==> config.mk <==
export PLATFORM = sky130hd
export DESIGN_NAME = messagepack_element_tokenizer_core
export DESIGN_NICKNAME = d
export VERILOG_FILES = /design/src/rtl/msgtok_pkg.sv /design/src/rtl/messagepack_element_tokenizer_core.sv
export SDC_FILE = /design/constraint.sdc
export NUM_CORES = 1
export LEC_CHECK = 0
export BUFFER_PORTS_ARGS = -buffer_cell sky130_fd_sc_hd__buf_4
export CAP_MARGIN = 20
export CORE_MARGIN = 2
export CORE_UTILIZATION = 48
export DETAILED_ROUTE_END_ITERATION = 6
export PLACE_DENSITY = 0.66
export SYNTH_ARGS = -nofsm -noshare
export SYNTH_HDL_FRONTEND = slang
export SYNTH_SLANG_ARGS = --single-unit
==> constraint.sdc <==
create_clock -name clk -period 12.1 [get_ports clk]
set_input_delay 1.21 -clock clk [delete_from_list [all_inputs] [get_ports clk]]
set_output_delay 1.21 -clock clk [all_outputs]
set_load 0.005 [all_outputs]
==> src/rtl/msgtok_pkg.sv <==
package msgtok_pkg;

	localparam int OffsetBitsDefault = 32;

	// token kinds
	localparam logic [3:0] K_NIL   = 4'd0;
	localparam logic [3:0] K_BOOL  = 4'd1;
	localparam logic [3:0] K_UINT  = 4'd2;
	localparam logic [3:0] K_INT   = 4'd3;
	localparam logic [3:0] K_F32   = 4'd4;
	localparam logic [3:0] K_F64   = 4'd5;
	localparam logic [3:0] K_STR   = 4'd6;
	localparam logic [3:0] K_BIN   = 4'd7;
	localparam logic [3:0] K_EXT   = 4'd8;
	localparam logic [3:0] K_ARRAY = 4'd9;
	localparam logic [3:0] K_MAP   = 4'd10;

	// token status
	localparam logic [1:0] ST_OK      = 2'd0;
	localparam logic [1:0] ST_INVALID = 2'd1;
	localparam logic [1:0] ST_TRUNC   = 2'd2;

	// header code landmarks
	localparam logic [7:0] C_FIXMAP   = 8'h80;
	localparam logic [7:0] C_FIXARRAY = 8'h90;
	localparam logic [7:0] C_FIXSTR   = 8'ha0;
	localparam logic [7:0] C_NIL      = 8'hc0;
	localparam logic [7:0] C_INVALID  = 8'hc1;
	localparam logic [7:0] C_FALSE    = 8'hc2;
	localparam logic [7:0] C_TRUE     = 8'hc3;
	localparam logic [7:0] C_EXT8     = 8'hc7;
	localparam logic [7:0] C_EXT32    = 8'hc9;
	localparam logic [7:0] C_INT8     = 8'hd0;
	localparam logic [7:0] C_INT64    = 8'hd3;
	localparam logic [7:0] C_FIXEXT1  = 8'hd4;
	localparam logic [7:0] C_FIXEXT16 = 8'hd8;
	localparam logic [7:0] C_NEGFIX   = 8'he0;

	localparam logic [7:0] MASK_LEN5 = 8'h1f;
	localparam logic [7:0] MASK_LEN4 = 8'h0f;

	function automatic logic [3:0] kind_of(input logic [7:0] c);
		logic [3:0] k;
		k = K_NIL;
		if (c < C_FIXMAP) begin
			k = K_UINT;
		end else if (c >= C_NEGFIX) begin
			k = K_INT;
		end else if (c < C_FIXARRAY) begin
			k = K_MAP;
		end else if (c < C_FIXSTR) begin
			k = K_ARRAY;
		end else if (c < C_NIL) begin
			k = K_STR;
		end else begin
			unique case (c)
				8'hc2, 8'hc3:                      k = K_BOOL;
				8'hc4, 8'hc5, 8'hc6:               k = K_BIN;
				8'hc7, 8'hc8, 8'hc9:               k = K_EXT;
				8'hca:                             k = K_F32;
				8'hcb:                             k = K_F64;
				8'hcc, 8'hcd, 8'hce, 8'hcf:        k = K_UINT;
				8'hd0, 8'hd1, 8'hd2, 8'hd3:        k = K_INT;
				8'hd4, 8'hd5, 8'hd6, 8'hd7, 8'hd8: k = K_EXT;
				8'hd9, 8'hda, 8'hdb:               k = K_STR;
				8'hdc, 8'hdd:                      k = K_ARRAY;
				8'hde, 8'hdf:                      k = K_MAP;
				default:                           k = K_NIL;
			endcase
		end
		return k;
	endfunction

	// bytes after the code byte, ext type byte not counted
	function automatic logic [3:0] field_len(input logic [7:0] c);
		logic [3:0] n;
		unique case (c)
			8'hc4, 8'hc7, 8'hcc, 8'hd0, 8'hd9:                      n = 4'd1;
			8'hc5, 8'hc8, 8'hcd, 8'hd1, 8'hda, 8'hdc, 8'hde:        n = 4'd2;
			8'hc6, 8'hc9, 8'hca, 8'hce, 8'hd2, 8'hdb, 8'hdd, 8'hdf: n = 4'd4;
			8'hcb, 8'hcf, 8'hd3:                                    n = 4'd8;
			default:                                                n = 4'd0;
		endcase
		return n;
	endfunction

endpackage

==> src/rtl/messagepack_element_tokenizer_core.sv <==
// MessagePack tokenizer: one message byte per input beat, tlast on the final byte of a
// message. One token comes out for each element header once its last header byte has
// arrived; blob payload bytes give no token, collection elements follow as their own
// tokens. Code 0xc1 gives an invalid token and the rest of the message is dropped; a
// header or blob payload cut short by tlast gives a truncated token. Each byte is
// registered, decoded against the parse state by one level of logic and the token is
// written into the output register, so a byte is taken each cycle unless a byte already
// waits in the input register behind a full output register that is not being drained.
// The input register and the output register lie between a byte and its token.
module messagepack_element_tokenizer_core #(
	parameter int OFFSET_BITS = msgtok_pkg::OffsetBitsDefault
) (
	input  logic         clk,
	input  logic         arst_n,
	input  logic         s_axis_tvalid,
	output logic         s_axis_tready,
	input  logic [7:0]   s_axis_tdata,  // [7:0] data_byte
	input  logic         s_axis_tlast,  // last_byte
	output logic         m_axis_tvalid,
	input  logic         m_axis_tready,
	// [63:0] value, [71:64] ext_type, [103:72] header_offset, [105:104] status, zero fill
	output logic [111:0] m_axis_tdata,
	output logic [3:0]   m_axis_tuser   // [3:0] kind
);
	import msgtok_pkg::*;

	typedef enum logic [2:0] {PH_HEAD, PH_FIELD, PH_EXTT, PH_PAY, PH_ERR} phase_t;

	phase_t                 phase_q, ph_n;
	logic [7:0]             hc_q, hc_n;
	logic [3:0]             fl_q, fl_n;
	logic [63:0]            acc_q, acc_n;
	logic [31:0]            pl_q, pl_n;
	logic [OFFSET_BITS-1:0] pos_q, pos_n;
	logic [OFFSET_BITS-1:0] tok_q, tok_n;
	logic [7:0]             ext_q, ext_n;

	logic       valid_s1, last_s1;
	logic [7:0] byte_s1;

	logic        out_valid_q;
	logic [3:0]  kind_q;
	logic [63:0] value_q;
	logic [7:0]  ext_type_q;
	logic [31:0] hoff_q;
	logic [1:0]  status_q;

	logic        adv, take;
	logic        emit, do_complete;
	logic [3:0]  o_kind, ck;
	logic [63:0] o_val, cv;
	logic [7:0]  o_ext;
	logic [1:0]  o_stat;

	assign adv = !out_valid_q || m_axis_tready;
	assign take = valid_s1 && adv;
	assign s_axis_tready = !valid_s1 || adv;

	always_comb begin
		ph_n = phase_q;
		hc_n = hc_q;
		fl_n = fl_q;
		acc_n = acc_q;
		pl_n = pl_q;
		pos_n = pos_q + 1'b1;
		tok_n = tok_q;
		ext_n = ext_q;
		emit = 1'b0;
		do_complete = 1'b0;
		o_kind = K_NIL;
		o_val = '0;
		o_ext = '0;
		o_stat = ST_OK;
		ck = K_NIL;
		cv = '0;

		unique case (phase_q)
			PH_HEAD: begin
				tok_n = pos_q;
				hc_n = byte_s1;
				acc_n = '0;
				ext_n = '0;
				if (byte_s1 == C_INVALID) begin
					emit = 1'b1;
					o_stat = ST_INVALID;
					ph_n = PH_ERR;
				end else if (byte_s1 >= C_FIXEXT1 && byte_s1 <= C_FIXEXT16) begin
					acc_n = 64'd1 << (byte_s1 - C_FIXEXT1);
					ph_n = PH_EXTT;
				end else if (field_len(byte_s1) != 4'd0) begin
					fl_n = field_len(byte_s1);
					ph_n = PH_FIELD;
				end else begin
					do_complete = 1'b1;
				end
			end
			PH_FIELD: begin
				acc_n = {acc_q[55:0], byte_s1};
				fl_n = fl_q - 1'b1;
				if (fl_n == 4'd0) begin
					if (hc_q >= C_EXT8 && hc_q <= C_EXT32) begin
						ph_n = PH_EXTT;
					end else begin
						do_complete = 1'b1;
					end
				end
			end
			PH_EXTT: begin
				ext_n = byte_s1;
				do_complete = 1'b1;
			end
			PH_PAY: begin
				if (pl_q != '0) begin
					pl_n = pl_q - 1'b1;
				end
				if (pl_n == '0) begin
					ph_n = PH_HEAD;
				end
			end
			default: begin
			end
		endcase

		if (do_complete) begin
			ck = kind_of(hc_n);
			priority if (hc_n < C_FIXMAP) begin
				cv = {56'd0, hc_n};
			end else if (hc_n >= C_NEGFIX) begin
				cv = {{56{1'b1}}, hc_n};
			end else if (hc_n < C_FIXSTR) begin
				cv = {56'd0, hc_n & MASK_LEN4};
			end else if (hc_n < C_NIL) begin
				cv = {56'd0, hc_n & MASK_LEN5};
			end else if (hc_n == C_NIL) begin
				cv = '0;
			end else if (hc_n == C_FALSE || hc_n == C_TRUE) begin
				cv = {63'd0, hc_n[0]};
			end else if (hc_n >= C_INT8 && hc_n <= C_INT64) begin
				// sign extend from 8 << (code - int8) bits
				unique case (hc_n[1:0])
					2'd0:    cv = {{56{acc_n[7]}}, acc_n[7:0]};
					2'd1:    cv = {{48{acc_n[15]}}, acc_n[15:0]};
					2'd2:    cv = {{32{acc_n[31]}}, acc_n[31:0]};
					default: cv = acc_n;
				endcase
			end else begin
				cv = acc_n;
			end
			emit = 1'b1;
			o_kind = ck;
			o_val = cv;
			o_ext = (ck == K_EXT) ? ext_n : 8'd0;
			o_stat = ST_OK;
			// blob lengths never exceed 32 bits
			if ((ck == K_STR || ck == K_BIN || ck == K_EXT) && cv != '0) begin
				acc_n = cv;
				pl_n = cv[31:0];
				ph_n = PH_PAY;
			end else begin
				ph_n = PH_HEAD;
			end
		end

		if (last_s1) begin
			if (ph_n == PH_FIELD || ph_n == PH_EXTT) begin
				emit = 1'b1;
				o_kind = kind_of(hc_n);
				o_val = '0;
				o_ext = '0;
				o_stat = ST_TRUNC;
			end else if (ph_n == PH_PAY) begin
				if (!emit) begin
					o_kind = kind_of(hc_n);
					o_val = acc_n;
					o_ext = (kind_of(hc_n) == K_EXT) ? ext_n : 8'd0;
				end
				emit = 1'b1;
				o_stat = ST_TRUNC;
			end
			ph_n = PH_HEAD;
			hc_n = '0;
			fl_n = '0;
			acc_n = '0;
			pl_n = '0;
			pos_n = '0;
			ext_n = '0;
		end
	end

	always_ff @(posedge clk or negedge arst_n) begin
		if (!arst_n) begin
			valid_s1 <= 1'b0;
			out_valid_q <= 1'b0;
			phase_q <= PH_HEAD;
			hc_q <= '0;
			fl_q <= '0;
			acc_q <= '0;
			pl_q <= '0;
			pos_q <= '0;
			tok_q <= '0;
			ext_q <= '0;
		end else begin
			if (s_axis_tready) begin
				valid_s1 <= s_axis_tvalid;
			end
			if (adv) begin
				out_valid_q <= valid_s1 && emit;
			end
			if (take) begin
				phase_q <= ph_n;
				hc_q <= hc_n;
				fl_q <= fl_n;
				acc_q <= acc_n;
				pl_q <= pl_n;
				pos_q <= pos_n;
				// token offset returns to zero with the rest of the state at message end
				tok_q <= last_s1 ? '0 : tok_n;
				ext_q <= ext_n;
			end
		end
	end

	always_ff @(posedge clk) begin
		if (s_axis_tready && s_axis_tvalid) begin
			byte_s1 <= s_axis_tdata;
			last_s1 <= s_axis_tlast;
		end
		if (take && emit) begin
			kind_q <= o_kind;
			value_q <= o_val;
			ext_type_q <= o_ext;
			hoff_q <= 32'(tok_n);
			status_q <= o_stat;
		end
	end

	assign m_axis_tvalid = out_valid_q;
	assign m_axis_tuser = kind_q;
	assign m_axis_tdata = {6'd0, status_q, hoff_q, ext_type_q, value_q};

`ifndef NO_ASSERTIONS
	a_pay_nonzero: assert property (@(posedge clk) disable iff (!arst_n)
		phase_q == PH_PAY |-> pl_q != '0)
		else $error("payload phase with nothing left");

	a_field_count: assert property (@(posedge clk) disable iff (!arst_n)
		phase_q == PH_FIELD |-> (fl_q != 4'd0 && fl_q <= 4'd8))
		else $error("header field count out of range");

	a_invalid_nil: assert property (@(posedge clk) disable iff (!arst_n)
		(out_valid_q && status_q == ST_INVALID) |-> (kind_q == K_NIL && value_q == '0))
		else $error("invalid token carries a kind or value");

	a_last_restart: assert property (@(posedge clk) disable iff (!arst_n)
		(take && last_s1) |=> (phase_q == PH_HEAD && pos_q == '0))
		else $error("parse state not restarted after message end");

	a_ext_only: assert property (@(posedge clk) disable iff (!arst_n)
		(out_valid_q && kind_q != K_EXT) |-> ext_type_q == 8'd0)
		else $error("ext type on a non-ext token");
`endif

endmodule

# After elaboration in Yosys (flattened, before gate mapping)
# Index checks and enable logic that the tools add are counted.
# Widths: inputs -> output; s select.
totals:
  word_cells: 233
  reg_bits: 304
classes:
  n_lt_le_gt_ge: 11
  eq_ne: 70
  addsub: 4
  shifts: 1
  muxes: 93
  n_reduce_logical: 37
ops:
  columns: ["op", "n"]
  rows:
  - ["$mux 64", 18]
  - ["$eq 8x8->1 const B", 55]
  - ["$mux 32", 9]
  - ["$pmux 64 s3", 1]
  - ["$pmux 64 s2", 1]
  - ["$mux 4", 22]
  - ["$mux 8", 10]
  - ["$reduce_bool 64->1", 1]
  - ["$shl 1x8->64 const A", 1]
  - ["$pmux 4 s10", 1]
  - ["$add 32x1->32 const B", 1]
  - ["$ge 8x8->1 const B", 4]
  - ["$logic_not 32->1", 1]
  - ["$lt 8x8->1 const B", 4]
  - ["$reduce_bool 32->1", 1]
  - ["$sub 32x1->32 const B", 1]
  - ["$le 8x8->1 const B", 3]
  - ["$mux 3", 8]
  - ["$pmux 4 s4", 1]
  - ["$pmux 8 s2", 1]
  - ["$reduce_or 8->1", 2]
  - ["$mux 1", 13]
  - ["$eq 3x2->1 const B", 4]
  - ["$mux 2", 5]
  - ["25 further kinds", 48]

# Depth between registers and ports, before layout
depth:
  ltp_word: 28
  ltp_mapped: 16
  mapped_depth_nobuf: 11

# Worst setup path before layout
# OpenSTA, ideal clock, no wires.
synth_timing:
  path_kind: "flip-flop to flip-flop"
  startpoint: "reg pl_q[4]"
  endpoint: "reg ext_type_q[0], enable pin"
  path_stages_with_launch: 12
  n_path_buf: 2
  required_ns: 11.485
  t_arrival_ns: 8.169
  slack_ns: 3.316
  path_cell_list: "dfrtp_1 > clkbuf_1 > or4_1 > clkbuf_1 > or4_1 > a2111oi_0 > xnor2_1 > o211a_1 > nand4_1 > or2_1 > a31oi_1 > a21oi_1"
synth_between:
  elab_chain_len: 12
synth_lines:
  columns: ["item", "line", "rtl"]
  rows:
  - ["start: declaration", "messagepack_element_tokenizer_core.sv:33", "logic [31:0] pl_q, pl_n;"]
  - ["start signal: assignment", "messagepack_element_tokenizer_core.sv:214", "pl_q <= pl_n;"]
  - ["$sub 32x1->32 / $reduce_bool 32->1 (equally long branches)", "messagepack_element_tokenizer_core.sv:114, messagepack_element_tokenizer_core.sv:113", null]
  - ["$mux 32 (*)", "messagepack_element_tokenizer_core.sv:113", "if (pl_q != '0) begin"]
  - ["$mux 32 (*)", "messagepack_element_tokenizer_core.sv:77", "unique case (phase_q)"]
  - ["$logic_not 32->1 (*)", "messagepack_element_tokenizer_core.sv:116", "if (pl_n == '0) begin"]
  - ["$mux 3 (*)", "messagepack_element_tokenizer_core.sv:116", null]
  - ["$pmux 3 s3 (*)", "messagepack_element_tokenizer_core.sv:77", null]
  - ["$mux 3 (*)", "messagepack_element_tokenizer_core.sv:124", "if (do_complete) begin"]
  - ["$eq 3x2->1 (tied with other cells)", "messagepack_element_tokenizer_core.sv:171", "end else if (ph_n == PH_PAY) begin"]
  - ["$mux 1 / $logic_or 1x1->1 (equally long branches)", "messagepack_element_tokenizer_core.sv:171, messagepack_element_tokenizer_core.sv:165", null]
  - ["$mux 1 (*)", "messagepack_element_tokenizer_core.sv:165", "if (ph_n == PH_FIELD || ph_n == PH_EXTT) begin"]
  - ["$mux 1 (*)", "messagepack_element_tokenizer_core.sv:164", "if (last_s1) begin"]
  - ["$logic_and 1x1->1 (*)", "messagepack_element_tokenizer_core.sv:228", "if (take && emit) begin"]
  - ["end signal: assignment", "messagepack_element_tokenizer_core.sv:231", "ext_type_q <= o_ext;"]
  - ["end: declaration", "messagepack_element_tokenizer_core.sv:44", "logic [7:0] ext_type_q;"]
# Every way passes the cells marked *; elsewhere a longest branch is shown, timed or not. The select of a mux whose other input is x is not followed.
# A chain may end at the register's enable or synchronous reset.

# Worst setup path after layout
layout_timing:
  startpoint: "reg byte_s1[6]"
  endpoint: "reg pl_q[30]"
layout_between:
  elab_chain_len: 19
layout_lines:
  columns: ["item", "line", "rtl"]
  rows:
  - ["start: declaration", "messagepack_element_tokenizer_core.sv:39", "logic [7:0] byte_s1;"]
  - ["start signal: assignment", "messagepack_element_tokenizer_core.sv:225", "byte_s1 <= s_axis_tdata;"]
  - ["$sub 8x8->8 (tied with other cells)", "messagepack_element_tokenizer_core.sv:88", "acc_n = 64'd1 << (byte_s1 - C_FIXEXT1);"]
  - ["$shl 1x8->64 / $logic_and 1x1->1 (equally long branches)", "messagepack_element_tokenizer_core.sv:88, messagepack_element_tokenizer_core.sv:87", null]
  - ["$mux 64", "messagepack_element_tokenizer_core.sv:87", "end else if (byte_s1 >= C_FIXEXT1 && byte_s1 <= C_FIXEXT16) begin"]
  - ["$mux 64", "messagepack_element_tokenizer_core.sv:83", "if (byte_s1 == C_INVALID) begin"]
  - ["$pmux 64 s2", "messagepack_element_tokenizer_core.sv:77", null]
  - ["$pmux 64 s3", "messagepack_element_tokenizer_core.sv:140", "unique case (hc_n[1:0])"]
  - ["$mux 64", "messagepack_element_tokenizer_core.sv:138", "end else if (hc_n >= C_INT8 && hc_n <= C_INT64) begin"]
  - ["$mux 64", "messagepack_element_tokenizer_core.sv:136", "end else if (hc_n == C_FALSE || hc_n == C_TRUE) begin"]
  - ["[... 3 more ...]", null, null]
  - ["$mux 64", "messagepack_element_tokenizer_core.sv:128", "end else if (hc_n >= C_NEGFIX) begin"]
  - ["$mux 64", "messagepack_element_tokenizer_core.sv:126", "priority if (hc_n < C_FIXMAP) begin"]
  - ["$mux 64", "messagepack_element_tokenizer_core.sv:124", null]
  - ["$reduce_bool 64->1", "messagepack_element_tokenizer_core.sv:155", "if ((ck == K_STR || ck == K_BIN || ck == K_EXT) && cv != '0) begin"]
  - ["$logic_and 1x1->1", "messagepack_element_tokenizer_core.sv:155", null]
  - ["$mux 32", "messagepack_element_tokenizer_core.sv:155", null]
  - ["$mux 32 (*)", "messagepack_element_tokenizer_core.sv:124", null]
  - ["$mux 32 (*)", "messagepack_element_tokenizer_core.sv:164", null]
# Marked as above.

==> qor.txt <==
status = finished, final reports clean
CP max stage cell = edfxtp_1
fill count = 3,341
GRT Total Usage = 0.290
die width = 196 um
CTS Hold Bufs = 0
CP Max Fanout = 51
area of the die = 38,400 sq um
Core Box Area = 36,400 sq um
CP Capture Type = flop
first-pass GRT wire length = 89,100 um
area grow syn2layout = 12.0%
WP data arrival = 6.00 ns
total routed wirelength = 56,100 um
dominant synthesized flop cell = dfrtp_1
Crit path max-delay family = compound AO/OA/AOI/OAI gates
drc violations = 0
Pwr Density = 225 nW/um^2
routed via count = 16,200
Post-Syn Instances = 1,930
worst slack, placed = 6.76 ns
H-tree depth = 2
latest clock arrival within the worst-skew pair = 0.54 ns
antenna violations before repair = 0
die height = 196 um
CTS tree = yes
CTS Buffer Depth = 3
# setup viols final = 0
DP HPWL = 36,500 um
minimum clock period = 5.56 ns
CTS buffer count = 35
largest net degree at the start of global routing = 79
Worst slew margin = 0.334
Worst path max stage delay = 0.85 ns
Final WS setup = 6.54 ns
Setup TNS Final = 0 ns
Finished Layout Cells = 2,430
share of cells above drive strength 1 = 0.127
Final nets = 1,959
Synth warnings = 0
row count = 70
CP Cell Sequence = nand4bb_1, or3_1, a32oi_2, a31oi_2, buf_4, a2111o_1, nand4bb_4, o41ai_4, buf_4, nand2_2, o211ai_1
synthesized cell area = 17,700 sq um
worst path required time = 12.54 ns
drt via density = 6.66
placed cell count = 2,368
CTS sink cnt = 304
WL per Instance = 23.1 um
Leak Pwr = 0.00825 uW
Routed Antenna Nets = 0
WS Path Type = reg2reg
number of diodes = 0
final critical-path share of the clock period = 0.460
Startpoint Class = flop
Max Cap Viol = 0
mean post-synth cell area = 9.17 sq um
Buf/Inv on CP = 2
most area-hungry cell type in the Yosys netlist = dfrtp_1
Synth async-reset ratio = 0.609
f_max = 180 MHz
root buf cell = clkbuf_16
CP most frequent cell = buf_4
Reg clk slew, reported paths = 0.06 ns
final hold violation count = 0
worst slew pin tran = 0.999 ns
sequential area share after synthesis = 0.463
Resized cells post-CTS = 0
Final Max Slew Viols = 0
DRT iter0 DRCs = 1,783
RSZ-0062 raised after global routing = false
ranking of synthesized cells by area = dfrtp_1, edfxtp_1, nand2_1
drt pass-1 iters = 5
IO Count = 131
#FFs+latches synth = 304
worst hold path class = reg2reg
Post-synth EDFFs = 119
gr ovfl total = 0
Synth top area share = 0.262
Synth top cells by count = nand2_1, dfrtp_1, clkbuf_1
post-CTS setup buffers = 0
Worst VDD drop = 182 uV
GPL Wtd Cong = 0.963
count leader, synth = nand2_1
unique cell type count in the Yosys netlist = 89
Tot Pwr = 4450 uW
post-route clock skew = 0.0142 ns
Initial Util = 0.486
Port Buffers = 124
number of global-route vias before repair = 15,300
## where the power goes
part / switching [uW] / leakage (uW) / internal, uW
sequential: 213 / 0.00371 / 1360
clock: 436 / 0.000543 / 597
combinational: 1220 / 0.00400 / 629
## cells by family after synthesis
logic type / after synthesis / synth area share
DFF: 304 / 0.463
adders and majority gates: 9 / 0.00636
buffers and inverters: 208 / 0.0484
AOI/OAI and AO/OA: 642 / 0.254
and+or+nand+nor: 706 / 0.196
other: 1 / 0.000212
muxes: 30 / 0.0173
xor gates and xnor gates: 30 / 0.0148
## area by class of cell
cell class / count / area [sq um] / share of cell area
flip-flops and latches: 304 / 8200 / 0.414
well taps: 468 / 586 / 0.0295
inverters: 21 / 78.8 / 0.00398
clock inverters: 16 / 144 / 0.00726
repair buffers: 152 / 1150 / 0.0579
multi-input cells: 1423 / 8720 / 0.440
clock buffers: 46 / 947 / 0.0478
## metrics by stage
step	utilization	instance area, sq um	hold slack, ns
final	0.544	19800	0.491
after global routing	0.544	19800	0.505
after CTS	0.544	19800	0.490
after detailed placement	0.514	18700	0.475
after global placement	0.514	18700	0.470
after floorplan	-	17700	0.450
## worst register-to-register path, delay by kind of cell (launching register included)
family / cells / cell delay [ns]
flip-flops: 1 / 0.85
AND/OR/NAND/NOR: 4 / 1.76
AO/OA/AOI/OAI: 5 / 1.94
buffers and inverters: 2 / 0.92
## per-layer routing
metal | GRT usage | wire length, um | up-vias
li1 | - | - | 7303
met2 | 0.426 | 24600 | 780
met4 | 0.119 | 2130 | 0
met3 | 0.0566 | 4690 | 135
met1 | 0.420 | 24600 | 7962
met5 | 0 | 0 | -
## registers in the layout, summed over array words and instances, names as in the netlist
| name | count |
|---|---|
| m_axis_tuser | 4 |
| pos_q | 32 |
| byte_s1 | 8 |
| ext_type_q | 8 |
| status_q | 2 |
| hoff_q | 32 |
| hc_q | 8 |
| m_axis_tvalid | 1 |
| valid_s1 | 1 |
| ext_q | 8 |
| acc_q | 64 |
| pl_q | 32 |
| last_s1 | 1 |
| phase_q | 3 |
| value_q | 64 |
| fl_q | 4 |
| tok_q | 32 |
## layout by cell type, fill, tap and decap left out, drive strengths merged, types with 10 or more instances in the layout
master,instances
xor2,25
edfxtp,119
a22o,58
a22oi,27
o31ai,23
dfrtp,185
o22ai,81
or3,34
or4,17
mux2i,25
buf,151
nor4,22
nor2b,10
and3,30
clkbuf,47
nand2b,14
a31oi,27
a211oi,10
and2,23
a21oi,116
nand2,298
a32o,34
o21a,29
nand3,32
nor3,49
nand4,20
nor2,108
o21ai,104
o211ai,20
clkinv,12
inv,22
o2111ai,13
## final timing paths
| check | start | endpoint | slack, ns | cells past startpoint |
|---|---|---|---|---|
| hold reg to reg | acc_q[60] | acc_q[60] | 0.49 | 1 |
| hold / removal | acc_q[60] | acc_q[60] | 0.49 | 1 |
| setup / recovery | byte_s1[6] | pl_q[30] | 6.54 | 11 |
| setup reg to reg | byte_s1[6] | pl_q[30] | 6.54 | 11 |
| min in group asynchronous | arst_n | tok_q[6] | 0.66 | 1 |
| max in group asynchronous | arst_n | ext_q[1] | 10.11 | 2 |
No activity file was read; power rests on OpenSTA's default activity.
